$ cat config.mk
export PLATFORM = sky130hd
export DESIGN_NAME = msgpack_value_encoder_core_flat
export DESIGN_NICKNAME = d
export VERILOG_FILES = /design/src/design/mve_pkg.sv /design/src/design/mve_if.sv /design/src/design/msgpack_value_encoder_core.sv /design/src/design/mve_front.sv /design/src/design/mve_queue.sv /design/src/design/mve_back.sv /design/src/flat_wrapper.sv
export SDC_FILE = /design/constraint.sdc
export NUM_CORES = 1
export LEC_CHECK = 0
export BUFFER_PORTS_ARGS = -buffer_cell sky130_fd_sc_hd__buf_2
export CORE_MARGIN = 2
export CORE_UTILIZATION = 55
export DETAILED_ROUTE_END_ITERATION = 7
export PLACE_DENSITY = 0.74
export SYNTH_ARGS = -nofsm -noshare
export SYNTH_HDL_FRONTEND = slang
export SYNTH_SLANG_ARGS = --single-unit
$ cat constraint.sdc
create_clock -name i_clk -period 4.8 [get_ports i_clk]
set_clock_uncertainty 0.15 [all_clocks]
set_input_delay 0.48 -clock i_clk [delete_from_list [all_inputs] [get_ports i_clk]]
set_output_delay 0.48 -clock i_clk [all_outputs]
set_load 0.01 [all_outputs]
$ cat src/design/mve_pkg.sv
`timescale 1ns / 1ps
`default_nettype none
// ----------------------------------------------------------------------------
// mve_pkg
// shared codes, header bytes and the command type of the value encoder
// ----------------------------------------------------------------------------
package mve_pkg;

    localparam int ACT_W = 4;

    localparam logic [ACT_W-1:0] ACT_NIL   = 4'd0;
    localparam logic [ACT_W-1:0] ACT_BOOL  = 4'd1;
    localparam logic [ACT_W-1:0] ACT_INT   = 4'd2;
    localparam logic [ACT_W-1:0] ACT_UINT  = 4'd3;
    localparam logic [ACT_W-1:0] ACT_F32   = 4'd4;
    localparam logic [ACT_W-1:0] ACT_F64   = 4'd5;
    localparam logic [ACT_W-1:0] ACT_STR   = 4'd6;
    localparam logic [ACT_W-1:0] ACT_ARRAY = 4'd7;
    localparam logic [ACT_W-1:0] ACT_MAP   = 4'd8;
    localparam logic [ACT_W-1:0] ACT_RAW   = 4'd9;

    localparam logic [7:0] HDR_NIL    = 8'hc0;
    localparam logic [7:0] HDR_FALSE  = 8'hc2;
    localparam logic [7:0] HDR_TRUE   = 8'hc3;
    localparam logic [7:0] HDR_U8     = 8'hcc;
    localparam logic [7:0] HDR_U16    = 8'hcd;
    localparam logic [7:0] HDR_U32    = 8'hce;
    localparam logic [7:0] HDR_U64    = 8'hcf;
    localparam logic [7:0] HDR_F32    = 8'hca;
    localparam logic [7:0] HDR_F64    = 8'hcb;
    localparam logic [7:0] HDR_I8     = 8'hd0;
    localparam logic [7:0] HDR_I16    = 8'hd1;
    localparam logic [7:0] HDR_I32    = 8'hd2;
    localparam logic [7:0] HDR_I64    = 8'hd3;
    localparam logic [7:0] HDR_STR8   = 8'hd9;
    localparam logic [7:0] HDR_STR16  = 8'hda;
    localparam logic [7:0] HDR_STR32  = 8'hdb;
    localparam logic [7:0] HDR_ARR16  = 8'hdc;
    localparam logic [7:0] HDR_ARR32  = 8'hdd;
    localparam logic [7:0] HDR_MAP16  = 8'hde;
    localparam logic [7:0] HDR_MAP32  = 8'hdf;
    localparam logic [7:0] FIX_STR    = 8'ha0;
    localparam logic [7:0] FIX_ARRAY  = 8'h90;
    localparam logic [7:0] FIX_MAP    = 8'h80;

    localparam int SH_W  = 72;
    localparam int REM_W = 4;

    localparam int QDEPTH = 4;
    localparam int QAW    = $clog2(QDEPTH);

    // header byte on top, payload bytes below it, msb first
    typedef struct packed {
        logic [SH_W-1:0]  sh;
        logic [REM_W-1:0] rem;
    } t_cmd;

endpackage
`default_nettype wire

$ cat src/design/mve_if.sv
`timescale 1ns / 1ps
`default_nettype none
// ----------------------------------------------------------------------------
// mve channel interfaces
// typed value input channel and encoded byte output channel
// ----------------------------------------------------------------------------
interface mve_in_if;
    logic        valid;
    logic        ready;
    logic [3:0]  action;
    logic [63:0] value;
    logic        flag;
    logic [31:0] count;
    logic [7:0]  payload_byte;

    modport source (output valid, action, value, flag, count, payload_byte, input ready);
    modport sink   (input valid, action, value, flag, count, payload_byte, output ready);
endinterface

interface mve_out_if;
    logic       valid;
    logic       ready;
    logic [7:0] out_byte;
    logic       last;

    modport source (output valid, out_byte, last, input ready);
    modport sink   (input valid, out_byte, last, output ready);
endinterface
`default_nettype wire

$ cat src/design/msgpack_value_encoder_core.sv
`timescale 1ns / 1ps
`default_nettype none
// ----------------------------------------------------------------------------
// msgpack_value_encoder_core
// MessagePack encoder for one typed value per input beat
// ----------------------------------------------------------------------------
// Each accepted value comes out as its MessagePack byte run, msb first, with
// last on the final byte; unused action codes give no bytes. The output runs
// at one byte per cycle while the sink holds ready, set by the serializer that
// shifts a command out one byte at a time; an item is 1 to 9 bytes long, and
// single-byte items stream at one per cycle too. A four-entry command queue sits
// between classifier and serializer; an accepted item passes through the queue
// entry, the shift register and the output register before its first byte shows.
module msgpack_value_encoder_core (
    input  wire logic  i_clk,
    input  wire logic  i_rst_n,
    mve_in_if.sink     i_in,
    mve_out_if.source  o_out
);
    import mve_pkg::*;

    logic push;
    logic full;
    logic pop;
    logic q_valid;
    t_cmd f_cmd;
    t_cmd q_cmd;

    mve_front u_front (
        .i_in   (i_in),
        .i_full (full),
        .o_push (push),
        .o_cmd  (f_cmd)
    );

    mve_queue u_queue (
        .i_clk   (i_clk),
        .i_rst_n (i_rst_n),
        .i_push  (push),
        .i_cmd   (f_cmd),
        .i_pop   (pop),
        .o_full  (full),
        .o_valid (q_valid),
        .o_cmd   (q_cmd)
    );

    mve_back u_back (
        .i_clk     (i_clk),
        .i_rst_n   (i_rst_n),
        .i_q_valid (q_valid),
        .i_q_cmd   (q_cmd),
        .o_pop     (pop),
        .o_out     (o_out)
    );

endmodule
`default_nettype wire

$ cat src/design/mve_front.sv
`timescale 1ns / 1ps
`default_nettype none
// ----------------------------------------------------------------------------
// mve_front
// accepts typed values and picks the encoding class of each one
// ----------------------------------------------------------------------------
module mve_front (
    mve_in_if.sink        i_in,
    input  wire logic     i_full,
    output logic          o_push,
    output mve_pkg::t_cmd o_cmd
);
    import mve_pkg::*;

    logic [7:0]       head;
    logic [63:0]      data;
    logic [REM_W-1:0] nb;
    logic [63:0]      aligned;
    logic [63:0]      v;
    logic [31:0]      c;

    assign v = i_in.value;
    assign c = i_in.count;

    always_comb begin
        head = 8'h00;
        data = 64'd0;
        nb   = REM_W'(0);
        case (i_in.action)
            ACT_NIL: begin
                head = HDR_NIL;
            end
            ACT_BOOL: begin
                head = i_in.flag ? HDR_TRUE : HDR_FALSE;
            end
            ACT_INT, ACT_UINT: begin
                data = v;
                if (i_in.action == ACT_INT && v[63]) begin
                    if (&v[63:5]) begin
                        head = v[7:0];
                    end else if (&v[63:7]) begin
                        head = HDR_I8;
                        nb   = REM_W'(1);
                    end else if (&v[63:15]) begin
                        head = HDR_I16;
                        nb   = REM_W'(2);
                    end else if (&v[63:31]) begin
                        head = HDR_I32;
                        nb   = REM_W'(4);
                    end else begin
                        head = HDR_I64;
                        nb   = REM_W'(8);
                    end
                end else begin
                    if (v[63:7] == '0) begin
                        head = v[7:0];
                    end else if (v[63:8] == '0) begin
                        head = HDR_U8;
                        nb   = REM_W'(1);
                    end else if (v[63:16] == '0) begin
                        head = HDR_U16;
                        nb   = REM_W'(2);
                    end else if (v[63:32] == '0) begin
                        head = HDR_U32;
                        nb   = REM_W'(4);
                    end else begin
                        head = HDR_U64;
                        nb   = REM_W'(8);
                    end
                end
            end
            ACT_F32: begin
                head = HDR_F32;
                data = {32'd0, v[31:0]};
                nb   = REM_W'(4);
            end
            ACT_F64: begin
                head = HDR_F64;
                data = v;
                nb   = REM_W'(8);
            end
            ACT_STR: begin
                data = {32'd0, c};
                if (c[31:5] == '0) begin
                    head = FIX_STR | {3'd0, c[4:0]};
                end else if (c[31:8] == '0) begin
                    head = HDR_STR8;
                    nb   = REM_W'(1);
                end else if (c[31:16] == '0) begin
                    head = HDR_STR16;
                    nb   = REM_W'(2);
                end else begin
                    head = HDR_STR32;
                    nb   = REM_W'(4);
                end
            end
            ACT_ARRAY, ACT_MAP: begin
                data = {32'd0, c};
                if (c[31:4] == '0) begin
                    head = ((i_in.action == ACT_ARRAY) ? FIX_ARRAY : FIX_MAP)
                           | {4'd0, c[3:0]};
                end else if (c[31:16] == '0) begin
                    head = (i_in.action == ACT_ARRAY) ? HDR_ARR16 : HDR_MAP16;
                    nb   = REM_W'(2);
                end else begin
                    head = (i_in.action == ACT_ARRAY) ? HDR_ARR32 : HDR_MAP32;
                    nb   = REM_W'(4);
                end
            end
            ACT_RAW: begin
                head = i_in.payload_byte;
            end
            default: begin
                head = 8'h00;
            end
        endcase
    end

    always_comb begin
        case (nb)
            REM_W'(1): aligned = {data[7:0], 56'd0};
            REM_W'(2): aligned = {data[15:0], 48'd0};
            REM_W'(4): aligned = {data[31:0], 32'd0};
            REM_W'(8): aligned = data;
            default:   aligned = 64'd0;
        endcase
    end

    assign i_in.ready = !i_full;
    assign o_push     = i_in.valid && !i_full && (i_in.action <= ACT_RAW);
    assign o_cmd.sh   = {head, aligned};
    assign o_cmd.rem  = nb;

endmodule
`default_nettype wire

$ cat src/design/mve_queue.sv
`timescale 1ns / 1ps
`default_nettype none
// ----------------------------------------------------------------------------
// mve_queue
// short command queue between classifier and serializer
// ----------------------------------------------------------------------------
module mve_queue (
    input  wire logic           i_clk,
    input  wire logic           i_rst_n,
    input  wire logic           i_push,
    input  wire mve_pkg::t_cmd  i_cmd,
    input  wire logic           i_pop,
    output logic                o_full,
    output logic                o_valid,
    output mve_pkg::t_cmd       o_cmd
);
    import mve_pkg::*;

    t_cmd           r_mem [QDEPTH];
    logic [QAW-1:0] r_wp, n_wp;
    logic [QAW-1:0] r_rp, n_rp;
    logic [QAW:0]   r_cnt, n_cnt;
    logic           do_push;
    logic           do_pop;

    assign o_full  = (r_cnt == (QAW+1)'(QDEPTH));
    assign o_valid = (r_cnt != '0);
    assign o_cmd   = r_mem[r_rp];
    assign do_push = i_push && !o_full;
    assign do_pop  = i_pop && o_valid;

    always_comb begin
        n_wp  = do_push ? r_wp + QAW'(1) : r_wp;
        n_rp  = do_pop ? r_rp + QAW'(1) : r_rp;
        n_cnt = r_cnt + (QAW+1)'(do_push) - (QAW+1)'(do_pop);
    end

    always_ff @(posedge i_clk) begin
        if (!i_rst_n) begin
            r_wp  <= '0;
            r_rp  <= '0;
            r_cnt <= '0;
        end else begin
            r_wp  <= n_wp;
            r_rp  <= n_rp;
            r_cnt <= n_cnt;
        end
    end

    always_ff @(posedge i_clk) begin
        if (do_push) begin
            r_mem[r_wp] <= i_cmd;
        end
    end

endmodule
`default_nettype wire

$ cat src/design/mve_back.sv
`timescale 1ns / 1ps
`default_nettype none
// ----------------------------------------------------------------------------
// mve_back
// shifts each command out one byte per beat through an output register
// ----------------------------------------------------------------------------
module mve_back (
    input  wire logic          i_clk,
    input  wire logic          i_rst_n,
    input  wire logic          i_q_valid,
    input  wire mve_pkg::t_cmd i_q_cmd,
    output logic               o_pop,
    mve_out_if.source          o_out
);
    import mve_pkg::*;

    logic [SH_W-1:0]  r_sh, n_sh;
    logic [REM_W-1:0] r_rem, n_rem;
    logic             r_act, n_act;
    logic             r_ov, n_ov;
    logic [7:0]       r_ob, n_ob;
    logic             r_ol, n_ol;
    logic             emit;
    logic             done;

    assign emit  = r_act && (!r_ov || o_out.ready);
    assign done  = emit && (r_rem == '0);
    assign o_pop = i_q_valid && (!r_act || done);

    always_comb begin
        n_sh  = r_sh;
        n_rem = r_rem;
        n_act = r_act;
        n_ov  = r_ov;
        n_ob  = r_ob;
        n_ol  = r_ol;
        if (emit) begin
            n_ov  = 1'b1;
            n_ob  = r_sh[SH_W-1 -: 8];
            n_ol  = (r_rem == '0);
            n_sh  = {r_sh[SH_W-9:0], 8'd0};
            n_rem = r_rem - REM_W'(1);
        end else if (o_out.ready) begin
            n_ov = 1'b0;
        end
        if (o_pop) begin
            n_act = 1'b1;
            n_sh  = i_q_cmd.sh;
            n_rem = i_q_cmd.rem;
        end else if (done) begin
            n_act = 1'b0;
        end
    end

    always_ff @(posedge i_clk) begin
        if (!i_rst_n) begin
            r_act <= 1'b0;
            r_ov  <= 1'b0;
        end else begin
            r_act <= n_act;
            r_ov  <= n_ov;
        end
    end

    always_ff @(posedge i_clk) begin
        r_sh  <= n_sh;
        r_rem <= n_rem;
        r_ob  <= n_ob;
        r_ol  <= n_ol;
    end

    assign o_out.valid    = r_ov;
    assign o_out.out_byte = r_ob;
    assign o_out.last     = r_ol;

endmodule
`default_nettype wire

$ cat src/flat_wrapper.sv
// flat-port wrapper written by rule: the top's interface ports become plain ports
module msgpack_value_encoder_core_flat import mve_pkg::*;
  (i_clk, i_rst_n, i_in_valid, i_in_action, i_in_value, i_in_flag, i_in_count, i_in_payload_byte, i_in_ready, o_out_valid, o_out_out_byte, o_out_last, o_out_ready);
  mve_in_if i_in_i ();
  mve_out_if o_out_i ();
  input  wire logic i_clk;
  input  wire logic i_rst_n;
  input wire logic [$bits(i_in_i.valid)-1:0] i_in_valid;
  input wire logic [$bits(i_in_i.action)-1:0] i_in_action;
  input wire logic [$bits(i_in_i.value)-1:0] i_in_value;
  input wire logic [$bits(i_in_i.flag)-1:0] i_in_flag;
  input wire logic [$bits(i_in_i.count)-1:0] i_in_count;
  input wire logic [$bits(i_in_i.payload_byte)-1:0] i_in_payload_byte;
  output wire logic [$bits(i_in_i.ready)-1:0] i_in_ready;
  output wire logic [$bits(o_out_i.valid)-1:0] o_out_valid;
  output wire logic [$bits(o_out_i.out_byte)-1:0] o_out_out_byte;
  output wire logic [$bits(o_out_i.last)-1:0] o_out_last;
  input wire logic [$bits(o_out_i.ready)-1:0] o_out_ready;
  assign i_in_i.valid = i_in_valid;
  assign i_in_i.action = i_in_action;
  assign i_in_i.value = i_in_value;
  assign i_in_i.flag = i_in_flag;
  assign i_in_i.count = i_in_count;
  assign i_in_i.payload_byte = i_in_payload_byte;
  assign i_in_ready = i_in_i.ready;
  assign o_out_valid = o_out_i.valid;
  assign o_out_out_byte = o_out_i.out_byte;
  assign o_out_last = o_out_i.last;
  assign o_out_i.ready = o_out_ready;
  msgpack_value_encoder_core u_core (.i_clk(i_clk), .i_rst_n(i_rst_n), .i_in(i_in_i), .o_out(o_out_i));
endmodule
==> out/metrics.yaml, run 1 <==
slew_headroom_pct: 30.0
hpwl_um: 28500
synth_cell_types: 60
syn_area_per_cell_um2: 17.4
htree_num_levels: 2
grt_first_pass_wirelength_um: 63000
cp-end-kind: "register"
drt-pass1-iter-count: 6
async_flop_share_pct: 0
final_common_cell: "edfxtp_1"
synth_area_um2: 17000
synthSimpleGateAreaFrac_pct: 6.80
slew_viol_final: 0
swShare_pct: 26.9
numCtsBuffers: 40
ys_ff_latch: 400
synth_top_family_by_area: "multiplexers"
critPathMaxFanout: 32
final_cell_mix: "389 x edfxtp_1, 123 x buf_2, 76 x mux4_2"
wl_um: 42500
drv_cap: 0
die_width_um: 180
p_leak_nw: 6.52
die_h_um: 180
yosys_warnings: 0
whs_ps: 116
gr-usage-met1_pct: 36.1
layout_min_cycle_time_ps: 3410
wl_per_cell_um: 27.6
syn_nets: 1098
fin_total_pwr_mw: 10.2
worst_slew_pin_slew_ps: 1040
clkPwrFrac_pct: 29.0
synthXorXnorAreaFrac_pct: 0.413
synthMuxAreaShare_pct: 14.5
required_ps: 4830
synth_adder_area_share_pct: 0.634
crit_path_start_kind: "register"
busiest_layer: "met2"
track_usage_pct: 26.4
setup_viol: 0
fin_tns_setup_ps: 0
die-area_um2: 32300
cts-resized-gates: 0
core-area_um2: 30500
clock-sinks: 400
clock-root-buffer: "clkbuf_16"
gp_congestion: 0.948
synth_edf_count: 389
synth-seq-area-share_pct: 70.1
antenna_found_initial: 1
grt.met2_usage_pct: 42.6
path_class: "reg -> reg"
ys.flop_type: "edfxtp_1"
cp.arrival_ps: 3440
insertion_delay_ps: 530
synthToLayoutAreaGrowth_pct: 13.8
io_pins: 124
hold_buffers: 0
p_per_area_nw_per_um2: 527
drive_gt1_share_pct: 32.0
drtIter0Drc: 1415
grt_setup_unrepaired: "no"
core.rowCount: 64
grt_max_degree: 77
cts_tree: "built"
clock_path_buffers: 3
grt_pass1_vias: 9851
worstHoldPathType: "in -> reg"
met3_usage_pct: 5.09
post-route-period-util_pct: 71.1
fin_nets: 1234
postCtsSetupRepairBufs: 0
ir_worst_vdd_mv: 0.321
p_seq_share_pct: 48.8
p_sw_mw: 2.74
fmax_mhz: 293
fillers: 2169
synth_compound_area_share_pct: 6.00
routed_via_density: 6.48
vias: 9996
initial_utilization_pct: 55.6
synth_cells: 977
grt.overflow.total: 0
final_cells: 1542
drc: 0
status: "finished clean"
postRouteAntennaNets: 0
port_buffers: 123
dp_cells: 1467
power_frac_comb_pct: 22.3
p_int_mw: 7.44
hold_viol_final: 0
path_clk_slew_ps: 60
-- power groups by stage --
stage          registers [mW]  logic [mW]  clock network [mW]
4_1_cts                  4.98        2.29                2.99
6_report                 4.97        2.27                2.95
5_1_grt                  5.02        2.43                3.13
2_1_floorplan            4.88        1.68                   0
3_5_place_dp             5.05        2.27                   0
3_3_place_gp             5.03        2.24                   0
-- final timing paths --
kind	from	end	slack, ps	depth (start not counted)
max	u_core.u_back.r_rem[0]	u_core.u_back.r_sh[34]	1390	9
min	i_rst_n	u_core.u_back.r_act	120	2
max reg2reg	u_core.u_back.r_rem[0]	u_core.u_back.r_sh[34]	1390	9
min reg2reg	u_core.u_back.r_sh[64]	u_core.u_back.o_out.out_byte[0]	270	0
-- worst max-delay path: stages, from the launching register on --
cell and delay (ps):
edfxtp_1 410, inv_1 80, ha_1 170, nor3b_1 270, a21oi_1 120, nand2b_1 310
clkinv_2 120, buf_4 420, or2_4 520, buf_4 470
-- cells by family (layout without fill, tap and decap cells) --
group,Yosys count,after routing
other cells,0,1
flops,400,400
compound gates,143,143
fa+ha+maj,8,8
mux,142,142
buf+inv,65,233
simple gates,211,211
xor+xnor,8,8
-- registers in the layout, summed over array words and instances (netlist names), named ones only --
| name | cells |
|---|---|
| u_core.u_queue.r_mem | 304 |
| u_core.u_back.r_sh | 72 |
| u_core.u_back.o_out.out_byte | 8 |
| u_core.u_back.r_rem | 4 |
| u_core.u_queue.r_cnt | 3 |
| u_core.u_queue.r_rp | 2 |
| u_core.u_queue.r_wp | 2 |
| u_core.u_back.o_out.last | 1 |
| u_core.u_back.o_out.valid | 1 |
| u_core.u_back.r_act | 1 |
-- metal layers --
| metal | part of all wire (%) | vias up | wire (µm) |
|---|---|---|---|
| met5 | 0 | - | 0 |
| met4 | 4.5 | 0 | 1910 |
| met3 | 8.6 | 131 | 3670 |
| met2 | 49 | 609 | 20900 |
| met1 | 38 | 5000 | 16100 |
| li1 | - | 4256 | - |
-- cell type report --
type,count,area (µm²),area share (%)
Multi-Input combinational cell,512,4820,25.0
Timing Repair Buffer,144,786,4.07
Sequential cell,400,11900,61.7
Antenna cell,1,2.50,0.0130
Tap cell,396,495,2.57
Clock inverter,30,199,1.03
Inverter,15,57.6,0.298
Clock buffer,44,1040,5.37
-- stage by stage --
stage          util, %  setup slack, ps  instance area [µm²]
2_1_floorplan        -             1230                17000
3_3_place_gp      59.2             1110                18100
3_5_place_dp      59.2              941                18100
4_1_cts           63.3             1270                19300
5_1_grt           63.3             1070                19300
6_report          63.3             1390                19300
-- cell usage after synthesis, types with 8 or more instances --
cell	instances	share of area [%]
a21oi_1	18	0.53
inv_1	13	0.29
buf_2	15	0.44
edfxtp_1	389	69
dfxtp_1	11	1.3
o21ai_1	8	0.24
a22o_1	20	1.0
nand2_1	39	0.86
a22oi_1	22	0.97
nor4_1	26	0.96
xnor2_1	8	0.41
o21bai_1	17	0.75
and2_1	33	1.2
o21ai_0	26	0.77
mux4_2	76	10
nand4_1	29	1.1
mux2_2	65	4.3
nor2_1	36	0.80
nand2b_1	10	0.37
clkbuf_1	33	0.73
(Power assumes the default switching activity.)
==> run 2, diff against run 1 <==
- clock period: 4.8 -> 3.5 ns (I/O delays scaled with it)
==> run 2 against run 1 <==
Die area unchanged. Worst setup slack worse by 1000 ps. Flip-flop and latch count unchanged. Critical path type unchanged. Global-route usage down 0.16 points. Sequential share of layout area down 1.1 points. Wire length down 0.72%.
==> out/metrics.yaml, run 2 (synthesized netlist as in run 1, its figures left out) <==
routed_via_density: 6.38  # -1.5%
multiInputGateArea_um2: 4820  # unchanged
drc: 0  # unchanged
vias: 9960  # -0.36%
status: "finished clean"
register_area_um2: 11900  # unchanged
cp-end-kind: "register"
crit_path_start_kind: "register"
port_buffers: 123  # unchanged
fin_ws_ps: 351  # -1030 ps
worst_slew_pin_slew_ps: 951  # -89.3 ps
die_width_um: 180  # unchanged
final_common_cell: "edfxtp_1"
clock_path_buffers: 3  # unchanged
grt_first_pass_wirelength_um: 62900  # about the same
ir_worst_vdd_mv: 0.459  # +43%
insertion_delay_ps: 530  # about the same
setup_viol: 0  # unchanged
initial_utilization_pct: 55.6  # unchanged
cts_tree: "built"
wl_per_cell_um: 27.1  # -1.9%
post-place-ws_ps: 104  # -838 ps
fin_tns_setup_ps: 0  # unchanged
grt_setup_unrepaired: "no"
core.rowCount: 64  # unchanged
die_h_um: 180  # unchanged
final_util_pct: 64.4  # +1.1 points
cp_top_family: "buffers and inverters"
postRouteAntennaNets: 0  # unchanged
largest_register: "u_core.u_queue.r_mem"
path_class: "reg -> reg"
wl_um: 42200  # -0.72%
whs_ps: 96.9  # -18.7 ps
required_ps: 3510  # -1320 ps
track_usage_pct: 26.2  # -0.16 points
worst-r2r-setup-slack_ps: 350  # -1030 ps
final_cell_mix: "389 x edfxtp_1, 123 x buf_2, 76 x mux4_2"
antennaDiodeCount: 0  # -1
p_per_area_nw_per_um2: 726  # +38%
cp.arrival_ps: 3160  # -280 ps
clock-sinks: 400  # unchanged
cp_slowest_cell: "edfxtp_1"
gp_congestion: 0.967  # +2.1%
critPathMaxFanout: 76  # +140%
post-route-period-util_pct: 90.0  # +19 points
fmax_mhz: 318  # +8.4%
die-area_um2: 32300  # unchanged
slew_viol_final: 0  # unchanged
hold_viol_final: 0  # unchanged
synthToLayoutAreaGrowth_pct: 15.8
numCtsBuffers: 40  # unchanged
crit_buf_inv: 4  # unchanged
layout_min_cycle_time_ps: 3150  # -265 ps
fin_nets: 1255  # +1.7%
postCtsSetupRepairBufs: 0  # unchanged
clock-root-buffer: "clkbuf_16"
drtIter0Drc: 1047  # -26%
io_pins: 124  # unchanged
grt_pass1_vias: 9961  # +1.1%
critPathMaxStageDelay_ps: 410  # -110 ps
hpwl_um: 28100  # -1.5%
largest_reg_flops: 304  # unchanged
htree_num_levels: 2  # unchanged
p_leak_nw: 6.65  # +2.1%
path_cells: "inv_1 > ha_1 > nor3b_1 > a21oi_1 > nand2b_1 > clkinv_2 > buf_6 > or2_4 > buf_12"
slew_headroom_pct: 36.3  # +6.4 points
antenna_found_initial: 0  # -1
fillers: 2116  # -2.4%
worstHoldPathType: "in -> reg"
grt.overflow.total: 0  # unchanged
path_clk_slew_ps: 60  # about the same
drt-pass1-iter-count: 5  # -1
drive_gt1_share_pct: 32.4  # +0.42 points
drv_cap: 0  # unchanged
core-area_um2: 30500  # unchanged
grt_max_degree: 77  # unchanged
## run 2: per-stage QoR
| stage | cells | instance area [µm²] | power, mW |
|---|---|---|---|
| after detailed placement | 1486 | 18300 | 10.1 |
| after CTS | 1560 | 19600 | 14.4 |
| final | 1560 | 19600 | 14.3 |
| after global placement | 1486 | 18300 | 10.0 |
| after floorplan | 977 | 17000 | 8.99 |
| after global routing | 1560 | 19600 | 14.8 |
## run 2: path summary, 6_finish.rpt
path                                             start                              end  depth (start not counted)
worst max-delay path            u_core.u_back.r_rem[0]           u_core.u_back.r_sh[32]                          9
worst min-delay path                    i_in_value[47]      u_core.u_queue.r_mem[2][51]                          2
worst max register to register  u_core.u_back.r_rem[0]           u_core.u_back.r_sh[32]                          9
worst min register to register  u_core.u_back.r_sh[70]  u_core.u_back.o_out.out_byte[6]                          0
## run 2: timing repair
action / in CTS / in global routing
gates resized for setup: 0 / 1
endpoints found under the hold margin: 2 / 0
hold buffers: 2 / 0
endpoints found under the setup margin: 0 / 76
## run 2: report_power, final
part	leakage, nW	internal [mW]	total, mW	switching, mW
sequential	3.76	6.43	6.82	0.389
combinational	2.26	1.55	3.17	1.62
clock	0.630	2.57	4.28	1.71
## run 2: per-layer routing
metal	track usage [%]	wire, µm	vias up
met5	0	0	-
met4	9.72	1620	0
met3	4.15	3130	99
met2	42.5	20700	480
met1	36.4	16800	5073
li1	-	-	4308
## run 2: area by class of cell
cell class,instances,share of cell area (%)
inverter,15,0.293
multi-input combinational,512,24.5
clock inverter,27,1.39
clock buffer,45,5.30
timing repair buffer,165,5.36
tap,396,2.52
sequential,400,60.6
